--- src/pidl_pkg.sv ---
// ----------------------------------------------------------------------------
// pidl_pkg
// Shared types and constants for the positional insert/delete list core:
// list geometry, request and status codes, controller states and the
// command bundle from controller to datapath.
// ----------------------------------------------------------------------------
package pidl_pkg;

  // list geometry
  localparam int CAPACITY   = 16;
  localparam int DATA_WIDTH = 32;

  // fixed port widths
  localparam int FUNC_W   = 3;
  localparam int VALUE_W  = 32;
  localparam int POS_W    = 5;
  localparam int STATUS_W = 2;
  localparam int COUNT_W  = 5;

  // derived widths
  localparam int IDX_W = (CAPACITY > 1) ? $clog2(CAPACITY) : 1;
  localparam int CNT_W = $clog2(CAPACITY + 1);
  localparam int CMP_W = ((CNT_W > POS_W) ? CNT_W : POS_W) + 1;

  typedef logic [DATA_WIDTH-1:0] word_t;
  typedef logic [IDX_W-1:0]      idx_t;
  typedef logic [CNT_W-1:0]      cnt_t;

  // request codes
  typedef enum logic [FUNC_W-1:0] {
    FN_PUSH_BACK  = 3'd0,
    FN_PUSH_FRONT = 3'd1,
    FN_INSERT_AT  = 3'd2,
    FN_POP_BACK   = 3'd3,
    FN_POP_FRONT  = 3'd4,
    FN_ERASE_AT   = 3'd5,
    FN_READ_AT    = 3'd6
  } func_t;

  // result status codes
  typedef enum logic [STATUS_W-1:0] {
    ST_OK     = 2'd0,
    ST_FULL   = 2'd1,
    ST_EMPTY  = 2'd2,
    ST_BADPOS = 2'd3
  } status_t;

  // controller states
  typedef enum logic [1:0] {
    S_IDLE = 2'd0,
    S_EXEC = 2'd1,
    S_RESP = 2'd2
  } state_t;

  // controller to datapath commands
  typedef struct packed {
    logic load;  // capture the request fields
    logic exec;  // decode, update the list and register the result
  } dp_cmd_t;

endpackage

--- src/pidl_ctrl.sv ---
// ----------------------------------------------------------------------------
// pidl_ctrl
// Request sequencer: takes a request, has the datapath execute it in the
// execute state and presents the result strobe for one cycle.
// ----------------------------------------------------------------------------
module pidl_ctrl
  import pidl_pkg::*;
(
  input  logic    clk,
  input  logic    rst,
  input  logic    start,
  output logic    busy,
  output logic    done,
  output dp_cmd_t cmd
);

  state_t state;
  state_t state_next;

  // state register
  always_ff @(posedge clk) begin
    if (rst) begin
      state <= S_IDLE;
    end else begin
      state <= state_next;
    end
  end

  // next state
  always_comb begin
    state_next = state;
    case (state)
      S_IDLE: begin
        if (start) state_next = S_EXEC;
      end
      S_EXEC: begin
        state_next = S_RESP;
      end
      S_RESP: begin
        if (start) state_next = S_EXEC;
        else       state_next = S_IDLE;
      end
      default: begin
        state_next = S_IDLE;
      end
    endcase
  end

  // outputs
  always_comb begin
    busy     = 1'b0;
    done     = 1'b0;
    cmd.load = 1'b0;
    cmd.exec = 1'b0;
    case (state)
      S_IDLE: begin
        cmd.load = start;
      end
      S_EXEC: begin
        busy     = 1'b1;
        cmd.exec = 1'b1;
      end
      S_RESP: begin
        done     = 1'b1;
        cmd.load = start;
      end
      default: begin
        busy = 1'b0;
      end
    endcase
  end

endmodule

--- src/pidl_datapath.sv ---
// ----------------------------------------------------------------------------
// pidl_datapath
// Request registers, the row of list cells with parallel shift up/down,
// the fill counter and the result registers.
// ----------------------------------------------------------------------------
module pidl_datapath
  import pidl_pkg::*;
(
  input  logic                       clk,
  input  logic                       rst,
  input  dp_cmd_t                    cmd,
  input  logic [FUNC_W-1:0]          func,
  input  logic signed [VALUE_W-1:0]  value,
  input  logic [POS_W-1:0]           position,
  output logic [STATUS_W-1:0]        status,
  output logic [COUNT_W-1:0]         count,
  output logic signed [VALUE_W-1:0]  data_out
);

  // captured request
  func_t               req_func;
  logic [VALUE_W-1:0]  req_value;
  logic [POS_W-1:0]    req_position;

  // list state
  word_t entries [CAPACITY];
  cnt_t  fill;

  // decode
  logic                is_full;
  logic                is_empty;
  logic [CMP_W-1:0]    pos_ext;
  logic [CMP_W-1:0]    fill_ext;
  logic                ins_pos_ok;
  logic                rd_pos_ok;
  idx_t                pos_slot;
  idx_t                slot;
  logic                commit_ins;
  logic                commit_rem;
  status_t             status_next;
  word_t               rd_word;
  logic [VALUE_W-1:0]  data_next;
  cnt_t                fill_next;
  word_t               new_word;

  // request capture
  always_ff @(posedge clk) begin
    if (cmd.load) begin
      req_func     <= func_t'(func);
      req_value    <= value;
      req_position <= position;
    end
  end

  // position checks against the current fill
  assign is_full    = (fill == cnt_t'(CAPACITY));
  assign is_empty   = (fill == '0);
  assign pos_ext    = CMP_W'(req_position);
  assign fill_ext   = CMP_W'(fill);
  assign ins_pos_ok = (req_position != '0) && (pos_ext <= fill_ext + CMP_W'(1));
  assign rd_pos_ok  = (req_position != '0) && (pos_ext <= fill_ext);
  assign pos_slot   = idx_t'(req_position - POS_W'(1));
  assign new_word   = word_t'(req_value);
  assign rd_word    = entries[slot];

  // slot that the request works on
  always_comb begin
    case (req_func)
      FN_PUSH_BACK:  slot = idx_t'(fill);
      FN_PUSH_FRONT: slot = '0;
      FN_POP_BACK:   slot = idx_t'(fill - cnt_t'(1));
      FN_POP_FRONT:  slot = '0;
      default:       slot = pos_slot;
    endcase
  end

  // request decode and status
  always_comb begin
    status_next = ST_OK;
    commit_ins  = 1'b0;
    commit_rem  = 1'b0;
    data_next   = '0;
    case (req_func)
      FN_PUSH_BACK, FN_PUSH_FRONT, FN_INSERT_AT: begin
        if (is_full) begin
          status_next = ST_FULL;
        end else if (req_func == FN_INSERT_AT && !ins_pos_ok) begin
          status_next = ST_BADPOS;
        end else begin
          commit_ins = 1'b1;
        end
      end
      FN_POP_BACK, FN_POP_FRONT, FN_ERASE_AT, FN_READ_AT: begin
        if (is_empty) begin
          status_next = ST_EMPTY;
        end else if ((req_func == FN_ERASE_AT || req_func == FN_READ_AT) && !rd_pos_ok) begin
          status_next = ST_BADPOS;
        end else begin
          data_next  = VALUE_W'(rd_word);
          commit_rem = (req_func != FN_READ_AT);
        end
      end
      default: begin
        status_next = ST_BADPOS;
      end
    endcase
  end

  // count after the request
  always_comb begin
    if (commit_ins)      fill_next = fill + cnt_t'(1);
    else if (commit_rem) fill_next = fill - cnt_t'(1);
    else                 fill_next = fill;
  end

  // fill counter
  always_ff @(posedge clk) begin
    if (rst) begin
      fill <= '0;
    end else if (cmd.exec) begin
      fill <= fill_next;
    end
  end

  // list cells: each takes the new word, its lower or its upper neighbour
  for (genvar g = 0; g < CAPACITY; g++) begin : g_cell
    word_t lower_w;
    word_t upper_w;

    if (g == 0) begin : g_first
      assign lower_w = entries[g];
    end else begin : g_lower
      assign lower_w = entries[g-1];
    end

    if (g == CAPACITY - 1) begin : g_last
      assign upper_w = entries[g];
    end else begin : g_upper
      assign upper_w = entries[g+1];
    end

    always_ff @(posedge clk) begin
      if (cmd.exec) begin
        if (commit_ins) begin
          if (idx_t'(g) == slot)     entries[g] <= new_word;
          else if (idx_t'(g) > slot) entries[g] <= lower_w;
        end else if (commit_rem) begin
          if (idx_t'(g) >= slot)     entries[g] <= upper_w;
        end
      end
    end
  end

  // result registers
  always_ff @(posedge clk) begin
    if (cmd.exec) begin
      status   <= status_next;
      count    <= COUNT_W'(fill_next);
      data_out <= data_next;
    end
  end

endmodule

--- src/positional_insert_delete_list_core.sv ---
// A request is captured in the request registers, runs in the execute state, and
// its result is registered there and shown with done in the result state.
// The core takes no new request while one executes; busy is high only in the execute
// state, and the next start is taken in the cycle that shows the result.
// Reset: synchronous, active high; empties the list (fill counter 0) and idles the core.
// Results cannot be stalled: each is valid only in the cycle that done is high.
// ----------------------------------------------------------------------------
// positional_insert_delete_list_core
// Fixed-capacity ordered list of signed words with push, pop, positional
// insert, erase and read requests; one result per request.
// ----------------------------------------------------------------------------
module positional_insert_delete_list_core
  import pidl_pkg::*;
(
  input  logic                       clk,
  input  logic                       rst,
  input  logic                       start,
  output logic                       busy,
  input  logic [FUNC_W-1:0]          func,
  input  logic signed [VALUE_W-1:0]  value,
  input  logic [POS_W-1:0]           position,
  output logic                       done,
  output logic [STATUS_W-1:0]        status,
  output logic [COUNT_W-1:0]         count,
  output logic signed [VALUE_W-1:0]  data_out
);

  dp_cmd_t cmd;

  // sequencer
  pidl_ctrl u_ctrl (
    .clk   (clk),
    .rst   (rst),
    .start (start),
    .busy  (busy),
    .done  (done),
    .cmd   (cmd)
  );

  // list storage and request execution
  pidl_datapath u_dp (
    .clk      (clk),
    .rst      (rst),
    .cmd      (cmd),
    .func     (func),
    .value    (value),
    .position (position),
    .status   (status),
    .count    (count),
    .data_out (data_out)
  );

endmodule

--- config.mk ---
export PLATFORM = sky130hd
export DESIGN_NAME = positional_insert_delete_list_core
export DESIGN_NICKNAME = d
export VERILOG_FILES = /design/src/pidl_pkg.sv /design/src/pidl_ctrl.sv /design/src/pidl_datapath.sv /design/src/positional_insert_delete_list_core.sv
export SDC_FILE = /design/constraint.sdc
export NUM_CORES = 2
export LEC_CHECK = 0
export BUFFER_PORTS_ARGS = -buffer_cell sky130_fd_sc_hd__buf_2
export CAP_MARGIN = 20
export CORE_MARGIN = 10
export CORE_UTILIZATION = 45
export CTS_CLUSTER_DIAMETER = 80
export CTS_CLUSTER_SIZE = 8
export DETAILED_ROUTE_END_ITERATION = 8
export HOLD_SLACK_MARGIN = 0.15
export MAX_ROUTING_LAYER = met4
export PLACE_DENSITY = 0.71
export SYNTH_ARGS = -nofsm -noshare
export SYNTH_HDL_FRONTEND = slang
export SYNTH_HIERARCHICAL = 1
export SYNTH_SLANG_ARGS = --single-unit
--- constraint.sdc ---
create_clock -name clk -period 5.3 [get_ports clk]
set_input_delay 1.06 -clock clk [delete_from_list [all_inputs] [get_ports clk]]
set_output_delay 1.06 -clock clk [all_outputs]
set_load 0.005 [all_outputs]
==> impl_metrics.env <==
export IMPL_outcome="completed"
export IMPL_n_fill_cell=6792
export IMPL_min_period_ns=4.743
export IMPL_coreArea_um2=75700
export IMPL_die_w_um=295.9
export IMPL_postSynthAreaPerCell_um2=9.971
export IMPL_clock_fmax_ghz=0.2108
export IMPL_drv_cap=0
export IMPL_rsz0062_at_grt="false"
export IMPL_synth_top_area_cell="edfxtp_1"
export IMPL_synth_area_leaders="edfxtp_1, mux2i_1, nand2_1"
export IMPL_grt_use_total_pct=23.83
export IMPL_wl_per_cell_um=23.84
export IMPL_finalHoldViolations=0
export IMPL_synth_seq_cells=598
export IMPL_drt_met1_wl_mm=40.90
export IMPL_die_y_um=295.9
export IMPL_top_layer_used="met4"
export IMPL_vias=27780
export IMPL_tns_ns=0
export IMPL_io_buffers=83
export IMPL_wl_met3_mm=8.786
export IMPL_p_leak_nw=14.23
export IMPL_placed_area_um2=35370
export IMPL_clk_path_buf_depth=3
export IMPL_wl_mm=104.4
export IMPL_grt_start_max_net_pins=131
export IMPL_final_util_pct=49.90
export IMPL_htree_levels=3
export IMPL_post_cts_resized=0
export IMPL_antenna_found_initial=1
export IMPL_yosys_warnings=6
export IMPL_slowest_delay_ns=0.76
export IMPL_cp_slowest_cell="nor2_1"
export IMPL_cts_tree="built"
export IMPL_fin_worst_hold_slack_ns=0.5149
export IMPL_rows=101
export IMPL_grt_ovfl_total=0
export IMPL_cp_arrival_ns=5.01
export IMPL_setup_viol=0
export IMPL_grt_first_pass_wirelength_mm=159.6
export IMPL_skew_ns=0.03966
export IMPL_worstReg2RegStart="u_dp/fill[0]"
export IMPL_p_per_area_nw_per_um2=327.7
export IMPL_p_comb_share_pct=13.9
export IMPL_swShare_pct=27.40
export IMPL_vdd_ir_drop_max_uv=229.1
export IMPL_cts_setup_buffers=0
export IMPL_clkPwrFrac_pct=40.5
export IMPL_cts_hold_buf=0
export IMPL_regArea_um2=17890
export IMPL_routabilityCongestion=0.8752
export IMPL_post_dp_hpwl_mm=64.39
export IMPL_drtIter0Drc=3178
export IMPL_area_growth_syn_to_layout_pct=10.28
export IMPL_p_switching_mw=3.391
export IMPL_drc=0
export IMPL_clk_latency_ns=0.66
export IMPL_route_met2_wl_mm=49.94
export IMPL_end_kind="register"
export IMPL_seq_area_frac_synth_pct=52.22
export IMPL_synth_edff_count=591
export IMPL_worstPathRequired_ns=5.57
export IMPL_p_int_mw=8.985
export IMPL_drive_gt1_share_pct=11.61
export IMPL_hold_end="u_ctrl/state[1]"
export IMPL_mappedNetlistArea_um2=34250
export IMPL_path_class="reg -> reg"
export IMPL_seq_power_share_pct=45.6
export IMPL_worstPathCellList="ha_1, nand3_1, xnor2_1, inv_1, ha_1, nand3_1, o21bai_1, a21oi_2, nor2_1, a211oi_4, nor2_4, and2_1, buf_4"
export IMPL_synth_cell_types=81
export IMPL_cts_buffers=85
export IMPL_ant_nets=0
export IMPL_drtPass1Iterations=6
export IMPL_fin_crit_sh_pct=89.50
export IMPL_min_from="u_ctrl/state[1]"
export IMPL_synth_ff_type="edfxtp_1"
export IMPL_hold_class="reg -> reg"
export IMPL_async_flop_share_pct=0
export IMPL_viasPerCell=6.342
export IMPL_relSlewSlack_pct=21.03
export IMPL_multi_input_area_um2=15080
export IMPL_cts_clk_slew_worst_paths_ns=0.05
export IMPL_start_kind="register"
export IMPL_reg2reg_depth=13
export IMPL_nets=3442
export IMPL_synth_fp_nets=3493
export IMPL_r2r_slack_ns=0.56
export IMPL_grt_pass1_vias=26860
export IMPL_syn_inst=3435
export IMPL_die_area_um2=87550
export IMPL_slew_violations=0
export IMPL_min_path_cells=1
export IMPL_tightest_slew_ns=1.185
export IMPL_yosysTopAreaCellShare_pct=51.81
export IMPL_clkSinkCount=598
export IMPL_start_util_pct=45.25
export IMPL_r2r_end="u_dp/entries[6][24]"
export IMPL_design_area_um2=37770
export IMPL_io_pins=84
export IMPL_clockRootBuffer="clkbuf_16"
export IMPL_cp_max_fo=32
-- Yosys cell counts, types with 3 or more instances --
library cell  count
xnor2_1          11
nor2b_1           5
nor3_1            8
a21o_1           22
buf_1             7
o211ai_2          3
a31oi_1         132
dfxtp_1           7
o22ai_1          33
o21ai_1          43
a311oi_1         64
nand2_1         798
or2_2             3
inv_1            12
nand2b_1          4
nor3_2            3
mux2i_1         367
a211oi_4          5
nor2_1          313
buf_4            31
ha_1             15
a2111o_1          3
mux2_2           63
buf_6            22
inv_2             3
o221ai_1          3
and2_1            4
a21oi_1         235
buf_2            93
o21ai_0         103
clkbuf_1        148
edfxtp_1        591
a22o_1           17
nand3_1         140
and3_1           67
-- layer usage --
layer / GRT usage [%] / vias up
li1: - / 12340
met1: 29.92 / 13590
met2: 38.22 / 1541
met3: 3.450 / 313
met4: 10.20 / 0
met5: - / -
-- registers in the layout (all words and copies together) (netlist names) --
name and cells:
u_ctrl/state 2, u_dp/count 5, u_dp/data_out 32, u_dp/entries 512, u_dp/fill 5, u_dp/new_word 32, u_dp/req_func 3, u_dp/req_position 5
u_dp/status 2
-- power groups by stage --
stage	registers, mW	logic [mW]	clock network, mW
2_1_floorplan	5.62	1.17	0
5_1_grt	5.66	1.83	5.25
4_1_cts	5.64	1.68	5.07
6_report	5.65	1.72	5.01
3_5_place_dp	5.73	1.67	0
3_3_place_gp	5.73	1.64	0
-- layout make-up --
cell class / instances / share of cell area (%)
Timing Repair Buffer: 162 / 3.034
Sequential cell: 598 / 47.36
Tap cell: 978 / 3.240
Multi-Input combinational cell: 2522 / 39.94
Clock inverter: 8 / 0.4803
Clock buffer: 96 / 5.797
Antenna cell: 1 / 0.006625
Inverter: 15 / 0.1491
-- cell usage in the layout, fill, tap and decap left out, drive strengths merged, types with 3 or more instances in the layout --
| cell type | n |
|---|---|
| a2111o | 3 |
| o21ai | 148 |
| nor2 | 316 |
| mux2i | 368 |
| xnor2 | 11 |
| inv | 16 |
| nor3b | 3 |
| edfxtp | 591 |
| o2111ai | 4 |
| nand2b | 4 |
| a21oi | 237 |
| a31oi | 133 |
| nand2 | 799 |
| nor2b | 5 |
| buf | 162 |
| dfxtp | 7 |
| clkbuf | 96 |
| and2 | 5 |
| o221ai | 3 |
| ha | 15 |
| and3 | 68 |
| clkinv | 6 |
| nand3 | 140 |
| a21o | 22 |
| a311oi | 64 |
| mux2 | 64 |
| nor3 | 11 |
| o22ai | 33 |
| a22o | 17 |
| or2 | 5 |
| o211ai | 3 |
| a211oi | 7 |
-- worst max path at each step --
stage / start / to / slack [ns] / depth (start not counted)
floorplan: u_dp/fill[0] / u_dp/entries[6][0] / 0.28 / 11
global placement: u_dp/fill[0] / u_dp/entries[6][13] / 0.50 / 13
finish: u_dp/fill[0] / u_dp/entries[6][24] / 0.56 / 13
detailed placement: u_dp/fill[0] / u_dp/entries[6][14] / 0.39 / 13
global route: u_dp/fill[0] / u_dp/entries[6][24] / 0.24 / 13
CTS: u_dp/fill[0] / u_dp/entries[6][24] / 0.37 / 13
-- cells by family (layout without fill, tap and decap cells) --
kind of cell	after synthesis	count (layout)	synth area share [%]
adder cells (fa/ha/maj)	15	15	0.5479
AND/OR/NAND/NOR	1370	1371	16.59
flip-flops	598	598	52.22
buffers and inverters	316	281	4.625
XOR/XNOR	11	11	0.2813
multiplexers	432	432	12.89
other	0	1	0
AO/OA/AOI/OAI	693	693	12.84
-- stage by stage --
stage | setup slack [ns] | instances | total power, mW
after global placement | 0.4978 | 4273 | 7.373
after global routing | 0.2357 | 4380 | 12.75
after floorplan | 0.2764 | 3435 | 6.794
final | 0.5566 | 4380 | 12.38
after detailed placement | 0.3948 | 4273 | 7.403
after CTS | 0.3719 | 4377 | 12.40
-- critical path, delay by kind of cell (launching register included) --
kind | cells | cell delay (ns)
adder cells (fa/ha/maj) | 2 | 0.58
XOR/XNOR | 1 | 0.28
flip-flops | 1 | 0.48
buffers and inverters | 2 | 0.53
AND/OR/NAND/NOR | 5 | 1.84
AO/OA/AOI/OAI | 3 | 0.64
Power figures use the tool's default switching activity.
